===== src/rtl/obbt_pkg.sv =====
// obbt_pkg: shared types and constants of the 2-D oriented-box overlap test.
// Used by obbt_mul, obbt_seq and obb_overlap_test_2d. No dependencies.
`timescale 1ns / 1ps

package obbt_pkg;

    // shared multiplier operand and product widths
    localparam int MUL_W  = 33;
    localparam int PROD_W = 2 * MUL_W;

    localparam int STEP_W = 4;
    localparam int AXIS_W = 2;

    // sequencer steps of one axis check; named by the multiply issued in that step
    localparam logic [STEP_W-1:0] ST_E0X  = 4'd0;  // n.x * e0.x
    localparam logic [STEP_W-1:0] ST_E0Y  = 4'd1;  // n.y * e0.y
    localparam logic [STEP_W-1:0] ST_E1X  = 4'd2;  // n.x * e1.x
    localparam logic [STEP_W-1:0] ST_E1Y  = 4'd3;  // n.y * e1.y
    localparam logic [STEP_W-1:0] ST_DX   = 4'd4;  // dx * n.x
    localparam logic [STEP_W-1:0] ST_DY   = 4'd5;  // dy * n.y
    localparam logic [STEP_W-1:0] ST_LEN0 = 4'd6;  // |n.e0| * len0
    localparam logic [STEP_W-1:0] ST_LEN1 = 4'd7;  // |n.e1| * len1
    localparam logic [STEP_W-1:0] ST_SUM  = 4'd8;  // last extent add
    localparam logic [STEP_W-1:0] ST_CMP  = 4'd9;  // distance vs extent
    localparam logic [STEP_W-1:0] STEP_LAST = ST_CMP;

    // axis under test
    localparam logic [AXIS_W-1:0] AX_A0 = 2'd0;
    localparam logic [AXIS_W-1:0] AX_A1 = 2'd1;
    localparam logic [AXIS_W-1:0] AX_B0 = 2'd2;
    localparam logic [AXIS_W-1:0] AX_B1 = 2'd3;
    localparam logic [AXIS_W-1:0] AXIS_LAST = AX_B1;

    // input selector
    localparam logic FUNC_LOAD = 1'b0;
    localparam logic FUNC_TEST = 1'b1;

    // sequencer to datapath control
    typedef struct packed {
        logic              busy;
        logic              done;   // final compare, result is issued this cycle
        logic [AXIS_W-1:0] axis;
        logic [STEP_W-1:0] step;
    } t_ctrl;

endpackage


===== src/rtl/obbt_mul.sv =====
// obbt_mul: shared signed multiplier with registered product.
// Depends on obbt_pkg.
`timescale 1ns / 1ps

module obbt_mul (
    input  logic                                 i_clk,
    input  logic signed [obbt_pkg::MUL_W-1:0]    i_a,
    input  logic signed [obbt_pkg::MUL_W-1:0]    i_b,
    output logic signed [obbt_pkg::PROD_W-1:0]   o_prod
);
    import obbt_pkg::*;

    logic signed [PROD_W-1:0] r_prod;

    always_ff @(posedge i_clk) begin
        r_prod <= i_a * i_b;
    end

    assign o_prod = r_prod;

endmodule


===== src/rtl/obbt_seq.sv =====
// obbt_seq: step and axis sequencer for the overlap test.
// Depends on obbt_pkg (t_ctrl, step and axis codes).
`timescale 1ns / 1ps

module obbt_seq (
    input  logic             i_clk,
    input  logic             i_rst_n,
    input  logic             i_start,
    input  logic             i_hold,    // result slot still occupied
    output obbt_pkg::t_ctrl  o_ctrl
);
    import obbt_pkg::*;

    typedef enum logic {S_IDLE, S_RUN} t_state;

    t_state            r_state;
    logic [STEP_W-1:0] r_step;
    logic [AXIS_W-1:0] r_axis;
    logic              w_at_end;

    assign w_at_end = (r_step == STEP_LAST) && (r_axis == AXIS_LAST);

    always_ff @(posedge i_clk) begin
        if (!i_rst_n) begin
            r_state <= S_IDLE;
            r_step  <= ST_E0X;
            r_axis  <= AX_A0;
        end else begin
            case (r_state)
                S_IDLE: begin
                    r_step <= ST_E0X;
                    r_axis <= AX_A0;
                    if (i_start) begin
                        r_state <= S_RUN;
                    end
                end
                S_RUN: begin
                    if (r_step == STEP_LAST) begin
                        if (r_axis == AXIS_LAST) begin
                            if (!i_hold) begin
                                r_state <= S_IDLE;
                                r_step  <= ST_E0X;
                                r_axis  <= AX_A0;
                            end
                        end else begin
                            r_step <= ST_E0X;
                            r_axis <= r_axis + 1'b1;
                        end
                    end else begin
                        r_step <= r_step + 1'b1;
                    end
                end
                default: begin
                    r_state <= S_IDLE;
                end
            endcase
        end
    end

    assign o_ctrl.busy = (r_state == S_RUN);
    assign o_ctrl.done = (r_state == S_RUN) && w_at_end && !i_hold;
    assign o_ctrl.axis = r_axis;
    assign o_ctrl.step = r_step;

endmodule


===== src/rtl/obb_overlap_test_2d.sv =====
// obb_overlap_test_2d: top level of the 2-D oriented-box separating-axis test.
// Depends on obbt_pkg, obbt_mul and obbt_seq.
`timescale 1ns / 1ps

// A load beat (tuser = 0) stores reference box A and returns nothing.
// A test beat (tuser = 1) checks box B against A on A's two axes and B's two axes
// and returns one beat with the overlap flag (1 = overlap, touching counts as
// overlap). All math is exact: centers and half lengths Q16.16, directions Q1.14,
// no rounding or saturation. A test runs through one shared 33x33 signed
// multiplier under a step sequencer: per axis 8 multiplies, one extent add and
// one compare. The input is not ready while a test runs. The result sits in an
// output register, so the next item is taken while it waits; a test finishing
// into an untaken result holds on its last step. Reset is synchronous, active
// low, and clears box A to all zeros.

module obb_overlap_test_2d (
    input  logic         i_clk,
    input  logic         i_rst_n,
    // slave side
    input  logic         i_s_tvalid,
    output logic         o_s_tready,
    // tdata, lowest bit up: center_x[31:0], center_y[63:32], axis0_x[79:64],
    // axis0_y[95:80], axis1_x[111:96], axis1_y[127:112], half_len0[158:128],
    // half_len1[189:159], zero pad [191:190]
    input  logic [191:0] i_s_tdata,
    // tuser: func[0]
    input  logic [0:0]   i_s_tuser,
    // master side
    output logic         o_m_tvalid,
    input  logic         i_m_tready,
    // tdata, lowest bit up: overlap[0], zero pad [7:1]
    output logic [7:0]   o_m_tdata
);
    import obbt_pkg::*;

    // ---- input unpack
    logic signed [31:0] w_cx, w_cy;
    logic signed [15:0] w_0x, w_0y, w_1x, w_1y;
    logic        [30:0] w_l0, w_l1;
    logic               w_func;

    assign w_cx   = i_s_tdata[31:0];
    assign w_cy   = i_s_tdata[63:32];
    assign w_0x   = i_s_tdata[79:64];
    assign w_0y   = i_s_tdata[95:80];
    assign w_1x   = i_s_tdata[111:96];
    assign w_1y   = i_s_tdata[127:112];
    assign w_l0   = i_s_tdata[158:128];
    assign w_l1   = i_s_tdata[189:159];
    assign w_func = i_s_tuser[0];

    // ---- handshake and control
    t_ctrl w_ctrl;
    logic  w_s_acc, w_start, w_hold;
    logic  r_m_tvalid, r_overlap;

    assign o_s_tready = !w_ctrl.busy;
    assign w_s_acc    = i_s_tvalid && o_s_tready;
    assign w_start    = w_s_acc && (w_func == FUNC_TEST);
    assign w_hold     = r_m_tvalid && !i_m_tready;

    obbt_seq u_seq (
        .i_clk   (i_clk),
        .i_rst_n (i_rst_n),
        .i_start (w_start),
        .i_hold  (w_hold),
        .o_ctrl  (w_ctrl)
    );

    // ---- reference box A (reset to zero)
    logic signed [31:0] r_acx, r_acy;
    logic signed [15:0] r_a0x, r_a0y, r_a1x, r_a1y;
    logic        [30:0] r_la0, r_la1;

    always_ff @(posedge i_clk) begin
        if (!i_rst_n) begin
            r_acx <= '0;
            r_acy <= '0;
            r_a0x <= '0;
            r_a0y <= '0;
            r_a1x <= '0;
            r_a1y <= '0;
            r_la0 <= '0;
            r_la1 <= '0;
        end else if (w_s_acc && (w_func == FUNC_LOAD)) begin
            r_acx <= w_cx;
            r_acy <= w_cy;
            r_a0x <= w_0x;
            r_a0y <= w_0y;
            r_a1x <= w_1x;
            r_a1y <= w_1y;
            r_la0 <= w_l0;
            r_la1 <= w_l1;
        end
    end

    // ---- box B and center difference, captured on a test beat
    logic signed [15:0] r_b0x, r_b0y, r_b1x, r_b1y;
    logic        [30:0] r_lb0, r_lb1;
    logic signed [32:0] r_dx, r_dy;

    always_ff @(posedge i_clk) begin
        if (w_start) begin
            r_b0x <= w_0x;
            r_b0y <= w_0y;
            r_b1x <= w_1x;
            r_b1y <= w_1y;
            r_lb0 <= w_l0;
            r_lb1 <= w_l1;
            r_dx  <= 33'(r_acx) - 33'(w_cx);
            r_dy  <= 33'(r_acy) - 33'(w_cy);
        end
    end

    // ---- per-axis selection: axis n, its owner's half length, the other box
    logic signed [15:0] w_nx, w_ny, w_e0x, w_e0y, w_e1x, w_e1y;
    logic        [30:0] w_own, w_len0, w_len1;

    always_comb begin
        w_nx   = r_a0x;
        w_ny   = r_a0y;
        w_own  = r_la0;
        w_e0x  = r_b0x;
        w_e0y  = r_b0y;
        w_e1x  = r_b1x;
        w_e1y  = r_b1y;
        w_len0 = r_lb0;
        w_len1 = r_lb1;
        case (w_ctrl.axis)
            AX_A0: begin
                w_nx  = r_a0x;
                w_ny  = r_a0y;
                w_own = r_la0;
            end
            AX_A1: begin
                w_nx  = r_a1x;
                w_ny  = r_a1y;
                w_own = r_la1;
            end
            AX_B0, AX_B1: begin
                w_nx   = (w_ctrl.axis == AX_B0) ? r_b0x : r_b1x;
                w_ny   = (w_ctrl.axis == AX_B0) ? r_b0y : r_b1y;
                w_own  = (w_ctrl.axis == AX_B0) ? r_lb0 : r_lb1;
                w_e0x  = r_a0x;
                w_e0y  = r_a0y;
                w_e1x  = r_a1x;
                w_e1y  = r_a1y;
                w_len0 = r_la0;
                w_len1 = r_la1;
            end
            default: begin
                w_nx = '0;
                w_ny = '0;
            end
        endcase
    end

    // ---- multiplier operand select
    logic signed [MUL_W-1:0]  w_ma, w_mb;
    logic signed [PROD_W-1:0] w_prod;
    logic signed [32:0]       r_t0, r_t1;   // |n.e0|, |n.e1|

    always_comb begin
        w_ma = '0;
        w_mb = '0;
        case (w_ctrl.step)
            ST_E0X:  begin w_ma = MUL_W'(w_nx); w_mb = MUL_W'(w_e0x); end
            ST_E0Y:  begin w_ma = MUL_W'(w_ny); w_mb = MUL_W'(w_e0y); end
            ST_E1X:  begin w_ma = MUL_W'(w_nx); w_mb = MUL_W'(w_e1x); end
            ST_E1Y:  begin w_ma = MUL_W'(w_ny); w_mb = MUL_W'(w_e1y); end
            ST_DX:   begin w_ma = r_dx;         w_mb = MUL_W'(w_nx);  end
            ST_DY:   begin w_ma = r_dy;         w_mb = MUL_W'(w_ny);  end
            ST_LEN0: begin w_ma = r_t0; w_mb = MUL_W'({2'b00, w_len0}); end
            ST_LEN1: begin w_ma = r_t1; w_mb = MUL_W'({2'b00, w_len1}); end
            default: begin w_ma = '0;           w_mb = '0;            end
        endcase
    end

    obbt_mul u_mul (
        .i_clk  (i_clk),
        .i_a    (w_ma),
        .i_b    (w_mb),
        .o_prod (w_prod)
    );

    // ---- accumulation: each step folds in the product issued one step earlier
    logic signed [32:0] w_tsum;
    logic signed [49:0] r_acc, w_dsum;
    logic        [48:0] r_dist;       // |d.n| at Q.30
    logic        [63:0] r_ext;        // extent sum at Q.44
    logic               r_apart, w_sep;

    assign w_tsum = (w_ctrl.step == ST_E1X) ? (r_t0 + w_prod[32:0])
                                            : (r_t1 + w_prod[32:0]);
    assign w_dsum = r_acc + w_prod[49:0];
    assign w_sep  = {1'b0, r_dist, 14'b0} > r_ext;

    always_ff @(posedge i_clk) begin
        if (w_ctrl.busy) begin
            case (w_ctrl.step)
                ST_E0Y:  r_t0 <= w_prod[32:0];
                ST_E1X:  r_t0 <= w_tsum[32] ? -w_tsum : w_tsum;
                ST_E1Y:  r_t1 <= w_prod[32:0];
                ST_DX:   r_t1 <= w_tsum[32] ? -w_tsum : w_tsum;
                ST_DY:   r_acc <= w_prod[49:0];
                ST_LEN0: r_dist <= w_dsum[49] ? 49'(-w_dsum) : w_dsum[48:0];
                ST_LEN1: r_ext <= {5'b0, w_own, 28'b0} + w_prod[63:0];
                ST_SUM:  r_ext <= r_ext + w_prod[63:0];
                default: ;
            endcase
        end
    end

    // apart flag: OR over the four axes, cleared at test start
    always_ff @(posedge i_clk) begin
        if (!i_rst_n) begin
            r_apart <= 1'b0;
        end else if (w_start) begin
            r_apart <= 1'b0;
        end else if (w_ctrl.busy && (w_ctrl.step == ST_CMP)) begin
            r_apart <= r_apart | w_sep;
        end
    end

    // ---- output register
    always_ff @(posedge i_clk) begin
        if (!i_rst_n) begin
            r_m_tvalid <= 1'b0;
            r_overlap  <= 1'b0;
        end else if (w_ctrl.done) begin
            r_m_tvalid <= 1'b1;
            r_overlap  <= !(r_apart | w_sep);
        end else if (i_m_tready) begin
            r_m_tvalid <= 1'b0;
        end
    end

    assign o_m_tvalid = r_m_tvalid;
    assign o_m_tdata  = {7'b0, r_overlap};

    // ---- assertions
    a_no_accept_busy: assert property (@(posedge i_clk) disable iff (!i_rst_n)
        w_ctrl.busy |-> !o_s_tready)
        else $error("input taken while a test runs");

    a_result_from_test: assert property (@(posedge i_clk) disable iff (!i_rst_n)
        $rose(o_m_tvalid) |-> $past(w_ctrl.done))
        else $error("result beat without a finished test");

    a_done_gives_beat: assert property (@(posedge i_clk) disable iff (!i_rst_n)
        w_ctrl.done |=> (o_m_tvalid && !w_ctrl.busy))
        else $error("finished test did not present its result");

    a_hold_at_end: assert property (@(posedge i_clk) disable iff (!i_rst_n)
        (w_ctrl.busy && w_ctrl.step == STEP_LAST && w_ctrl.axis == AXIS_LAST && w_hold)
        |=> (w_ctrl.busy && $stable(r_overlap)))
        else $error("test ended into an occupied result slot");

endmodule


===== config.mk =====
export PLATFORM = sky130hd
export DESIGN_NAME = obb_overlap_test_2d
export DESIGN_NICKNAME = d
export VERILOG_FILES = /design/src/rtl/obbt_pkg.sv /design/src/rtl/obbt_mul.sv /design/src/rtl/obbt_seq.sv /design/src/rtl/obb_overlap_test_2d.sv
export SDC_FILE = /design/constraint.sdc
export NUM_CORES = 2
export LEC_CHECK = 0
export BUFFER_PORTS_ARGS = -buffer_cell sky130_fd_sc_hd__clkbuf_2
export CAP_MARGIN = 30
export CORE_MARGIN = 2
export CORE_UTILIZATION = 43
export DETAILED_ROUTE_END_ITERATION = 8
export GPL_TIMING_DRIVEN = 0
export PLACE_DENSITY = 0.67
export SYNTH_ARGS = -nofsm -noshare
export SYNTH_HDL_FRONTEND = slang
export SYNTH_SLANG_ARGS = --single-unit

===== constraint.sdc =====
create_clock -name i_clk -period 12.83 [get_ports i_clk]
set_input_delay 0 -clock i_clk [delete_from_list [all_inputs] [get_ports i_clk]]
set_output_delay 0 -clock i_clk [all_outputs]
set_load 0.05 [all_outputs]

Yosys cells after proc, flatten, opt, wreduce, memory -nomap -nowiden
Cells that the tools add are included.
{ "classes": {"n_addsub": 11, "mul": 1, "order_cmp": 1, "eq_ne": 15, "n_mux": 35, "bitwise_logic": 4, "reduce_logical": 28} }
{ "op_table": {"columns": ["op", "count"], "rows": [
  ["$pmux W33 S8", 1],
  ["$pmux W33 S6", 1],
  ["$pmux W33 S2", 2],
  ["$pmux W64 S2", 1],
  ["$mux W16", 6],
  ["$pmux W16 S3", 2],
  ["$mux W31", 3],
  ["$pmux W31 S3", 1],
  ["$add A33 B33 Y33", 2],
  ["$mux W33", 2],
  ["$sub A32 B32 Y33", 2],
  ["$add A59 B64 Y64", 1],
  ["$add A64 B64 Y64", 1],
  ["$gt A63 B64 Y1", 1],
  ["$mul A33 B33 Y64", 1],
  ["$add A50 B50 Y50", 1],
  ["$mux W49", 1],
  ["$neg A49 Y49", 1],
  ["$neg A33 Y33", 1],
  ["$eq A4 B3 Y1 const B", 4],
  ["$mux W4", 3],
  ["$reduce_and A2 Y1", 6],
  ["$eq A4 B2 Y1 const B", 2],
  ["$eq A4 B4 Y1 const B", 2],
  ["21 further kinds", 47]
]} }
{ "totals": {"regBits": 685, "out_inout_bits": 10, "wordCells": 123} }

Depth between registers and ports, before layout
{ "logic_depth": {"word_depth": 6, "ltp_mapped": 42, "mapped_depth_nobuf": 38} }

Cells and area by module
Synthesis repeated with hierarchy kept, for this count alone.
{ "unflattened": {"hier_cells": 8894, "area_unflattened_um2": 82419.0} }
{ "by_module_without_submodules": {"columns": ["module", "n_inst", "cells_each", "area_per_inst_um2"], "rows": [
  ["obb_overlap_test_2d", 1, 4556, 41716.3],
  ["obbt_mul", 1, 4301, 40352.5],
  ["obbt_seq", 1, 37, 350.3]
]} }

Least setup slack after synthesis
OpenSTA, ideal clock, no wires.
{ "synth_path": {"kind": "reg-to-reg", "from": "reg u_seq.r_axis[0]", "to": "reg u_mul.r_prod[62] (netlist: u_mul.o_prod[62])", "setup_ns": 0.123, "arrival_ns": 10.516, "required_time_ns": 12.707, "setup_slack_ns": 2.192, "path_stages_with_launch": 39, "path_buffers": 6, "period_less_slack_ns": 10.638, "cell_sequence": "dfxtp_1 -> ha_1 -> clkbuf_1 -> nor2_1 -> clkbuf_1 -> clkbuf_1 -> buf_1 -> buf_1 -> nand2_1 -> a21oi_1 -> nor4_1 -> o211ai_1 -> clkbuf_1 -> nand2_1 -> fa_1 -> fa_1 -> inv_1 -> fa_1 -> (+3 left out) -> fa_1 -> fa_1 -> fa_1 -> inv_1 -> fa_1 -> inv_1 -> ha_1 -> a21o_1 -> a21o_1 -> a21oi_1 -> o31ai_1 -> or3_1 -> o21a_1 -> a221o_1 -> a311o_1 -> a31oi_1 -> o21ai_1 -> xor2_1"} }
{ "synth_between": {"elab_chain_cells": 5} }
{ "synth_rtl": {"columns": ["element", "line_no", "rtl"], "rows": [
  ["start, declared", "obbt_seq.sv:18", "logic [AXIS_W-1:0] r_axis;"],
  ["start signal, assigned", "obbt_seq.sv:47", "r_axis <= r_axis + 1'b1;"],
  ["$eq A2 B2 Y1 (on tied branches)", "obb_overlap_test_2d.sv:129, obb_overlap_test_2d.sv:141, obb_overlap_test_2d.sv:142", null],
  ["$mux W16 (tied with other cells)", "obb_overlap_test_2d.sv:142", "w_ny = (w_ctrl.axis == AX_B0) ? r_b0y : r_b1y;"],
  ["$pmux W16 S3 (tied with other cells)", "obb_overlap_test_2d.sv:129", "case (w_ctrl.axis)"],
  ["$pmux W33 S8 / $pmux W33 S6 (equally long branches)", "obb_overlap_test_2d.sv:166", "case (w_ctrl.step)"],
  ["$mul A33 B33 Y64 *", "obbt_mul.sv:16", "r_prod <= i_a * i_b;"],
  ["end signal, assigned", "obbt_mul.sv:16", null],
  ["end, declared", "obbt_mul.sv:13", "logic signed [PROD_W-1:0] r_prod;"]
]} }
Every way passes the cells marked *; elsewhere a longest branch is shown, timed or not.
A chain may end at the register's enable or synchronous reset.

Worst setup path after layout
{ "layout_path": {"from": "reg u_seq.r_axis[0]", "to": "reg u_mul.r_prod[57] (netlist: u_mul.o_prod[57])"} }
Same word-level chain as after synthesis.

==> out/results.tsv <==
metric	value	unit
crit_top_cell	fa_1	
netlist_area	81500	sq um
synth_ff_type	edfxtp_1	
min_path_type	in -> reg	
die_area	193000	sq um
wl	356000	um
final_area	92700	sq um
p_leak	0.0424	uW
synth_top_area_share	0.278	
syn_area_per_cell	8.85	sq um
grt_max_degree	71	
grt_pass1_vias	73100	
regToRegStartpoint	u_seq.r_axis[0]	
place_inst	12000	
cp-endpoint	u_mul.o_prod[57]	
setup_viol	0	
finClkSkew	0.0523	ns
overflow	0	
crit_path_start	u_seq.r_axis[0]	
ys_ff_latch	685	
crit_type	reg -> reg	
tightest_slew	1.28	ns
maxSlewViolCount	0	
grt_pass1_wl	508000	um
antenna_found_initial	26	
placed_cell_area	87500	sq um
vias_per_cell	5.84	
dr.pass1.iters	8	
core	188000	sq um
slowest_stage	clkbuf_1	
globalplace.congestion	1.10	
dp_slack	-2.67	ns
rr_endpoint	u_mul.o_prod[57]	
place_hpwl	295000	um
die_w	439	um
syn_inst	9205	
cts_htree_levels	3	
drt_iter0_drc	8399	
cts_tree	done	
synth.distinct_cells	95	
grtUsageTotal	0.368	
irDropWorstVdd	0.000183	V
die_h	439	um
io_buffers	196	
wl_per_cell	28.7	um
clk_path_buf_depth	3	
vias	72300	
p_per_area	189	nW/um^2
layout.cells.non_filler	12400	
cts_buffers	76	
fill_cells	17700	
rows	159	
cts_root_buf	clkbuf_16	
yosysWarnings	0	
fin_ws	0.141	ns
fmax	0.0788	GHz
synthToLayoutAreaGrowth	13.7	%
timing.final.crit_share	0.989	
end_kind	flip-flop	
cts_sinks	685	
synth_edf_count	421	
async_flop_share	0	
cp.required	13.40	ns
clk-insertion-delay-late	0.72	ns
drive_above_1_share	0.0722	
ys_seq_area_frac	0.220	
layout.nets	11600	
cp_max_fo	10	
maxSlewHeadroom	0.148	
yosys.area.top_type	fa_1	
route.detailed.drc	0	
path_clk_slew	0.06	ns
ys_top_cells_by_area	fa_1, edfxtp_1, ha_1	
io_pins	207	
status	completed	
worst-r2r-setup-slack	0.14	ns
reg2reg_depth	36	
cap_violations	0	
fin_crit	12.69	ns
synth_common_cells	inv_1, nand2_1, fa_1	
postRouteAntennaNets	0	
start_util	0.434	
yosysMostFrequentCell	inv_1	
slowest_delay	0.82	ns
finalHoldViolations	0	
crit_arrival	13.26	ns
setup.worst_path.start_class	flip-flop	
report_power, final:
part	internal, uW	switching [uW]	leakage [uW]
clock network	1300	1040	0.00126
logic	4500	7450	0.0351
registers	2770	480	0.00602
total	8570	8970	0.0424
placed cells by master (no fill, tap or decap), types with 74 or more instances in the layout:
| cell type | n |
|---|---|
| inv_1 | 1448 |
| nand2_1 | 1408 |
| fa_1 | 1130 |
| nor2_1 | 800 |
| ha_1 | 504 |
| edfxtp_1 | 421 |
| a21oi_1 | 371 |
| o21ai_0 | 362 |
| clkbuf_1 | 331 |
| dfxtp_1 | 264 |
| clkbuf_2 | 258 |
| xnor2_1 | 241 |
| a21boi_0 | 206 |
| dlygate4sd3_1 | 199 |
| a21o_1 | 150 |
| a22oi_1 | 122 |
| xor2_1 | 116 |
| mux2i_1 | 78 |
| clkbuf_16 | 78 |
| nand3_1 | 74 |
timing repair:
item                       in CTS  in global routing
hold buffers                  199                  0
setup endpoints to repair      42                 18
resized for setup             103                 95
hold endpoints to repair      404                  0
buffers inserted                1                  0
final cells by class:
class | count | area [sq um] | share of cell area
Antenna cell | 20 | 50.0 | 0.000540
Buffer | 441 | 1850 | 0.0200
Clock buffer | 93 | 2050 | 0.0221
Clock inverter | 46 | 547 | 0.00590
Inverter | 1450 | 5450 | 0.0588
Multi-Input combinational cell | 6619 | 56900 | 0.614
Sequential cell | 685 | 17900 | 0.193
Tap cell | 2495 | 3120 | 0.0337
Timing Repair Buffer | 527 | 4800 | 0.0518
metal layers:
metal  global-route usage  vias to the layer above  wire (um)
li1                     -                    31100          -
met1                0.463                    35900     136000
met2                0.553                     4294     152000
met3                0.106                     1018      39900
met4                0.235                       18      28300
met5                    0                        -        114
through the flow:
stage                     hold slack [ns]  total power [uW]   util  TNS, ns
final                              0.0391             17500  0.493        0
after detailed placement            0.196             14900  0.466   -49.14
after CTS                        0.000987             17400  0.491        0
after global placement              0.197             14700  0.455  -102.29
after floorplan                    0.0989             11000      -        0
after global routing               0.0202             18800  0.493  -0.0596
worst min path at each step:
| stage | start | to | slack (ns) | cells after the start |
|---|---|---|---|---|
| 2_1_floorplan | i_s_tdata[64] | r_b0x[0] | 0.1 | 0 |
| 3_3_place_gp | i_s_tdata[79] | r_b0x[15] | 0.20 | 1 |
| 3_5_place_dp | i_s_tdata[180] | r_lb1[21] | 0.20 | 1 |
| 4_1_cts | i_s_tdata[166] | r_lb1[7] | 0.001 | 2 |
| 5_1_grt | i_s_tdata[182] | r_lb1[23] | 0.02 | 2 |
| 6_report | i_s_tdata[172] | r_lb1[13] | 0.04 | 2 |
cell families (layout without fill, tap and decap cells):
family,count (synthesis),after routing,synth area share
other,1,27,0.0000460
AO/OA/AOI/OAI,1679,1679,0.135
AND/OR/NAND/NOR,2819,2819,0.147
XOR/XNOR,358,358,0.0386
buffers and inverters,1907,2557,0.0883
adder cells (fa/ha/maj),1637,1637,0.355
flip-flops,685,685,0.220
multiplexers,119,119,0.0153
worst max-delay path, delay by kind of cell, from the launching register on:
kind            cells  cell delay, ns
fa+ha+maj          10            5.14
flops               1            0.42
buf+inv             9            2.68
simple gates        8            2.07
compound gates      7            1.79
mux                 1            0.19
xor+xnor            1            0.16
flip-flops by register name (all words and copies together), names as in the netlist, 32 cells and up:
register	flops
u_mul.o_prod	64
r_t0	33
r_ext	64
r_acy	32
r_acc	50
r_dist	49
r_dx	33
r_t1	33
r_acx	32
r_dy	33
No activity file was read; power rests on OpenSTA's default activity.
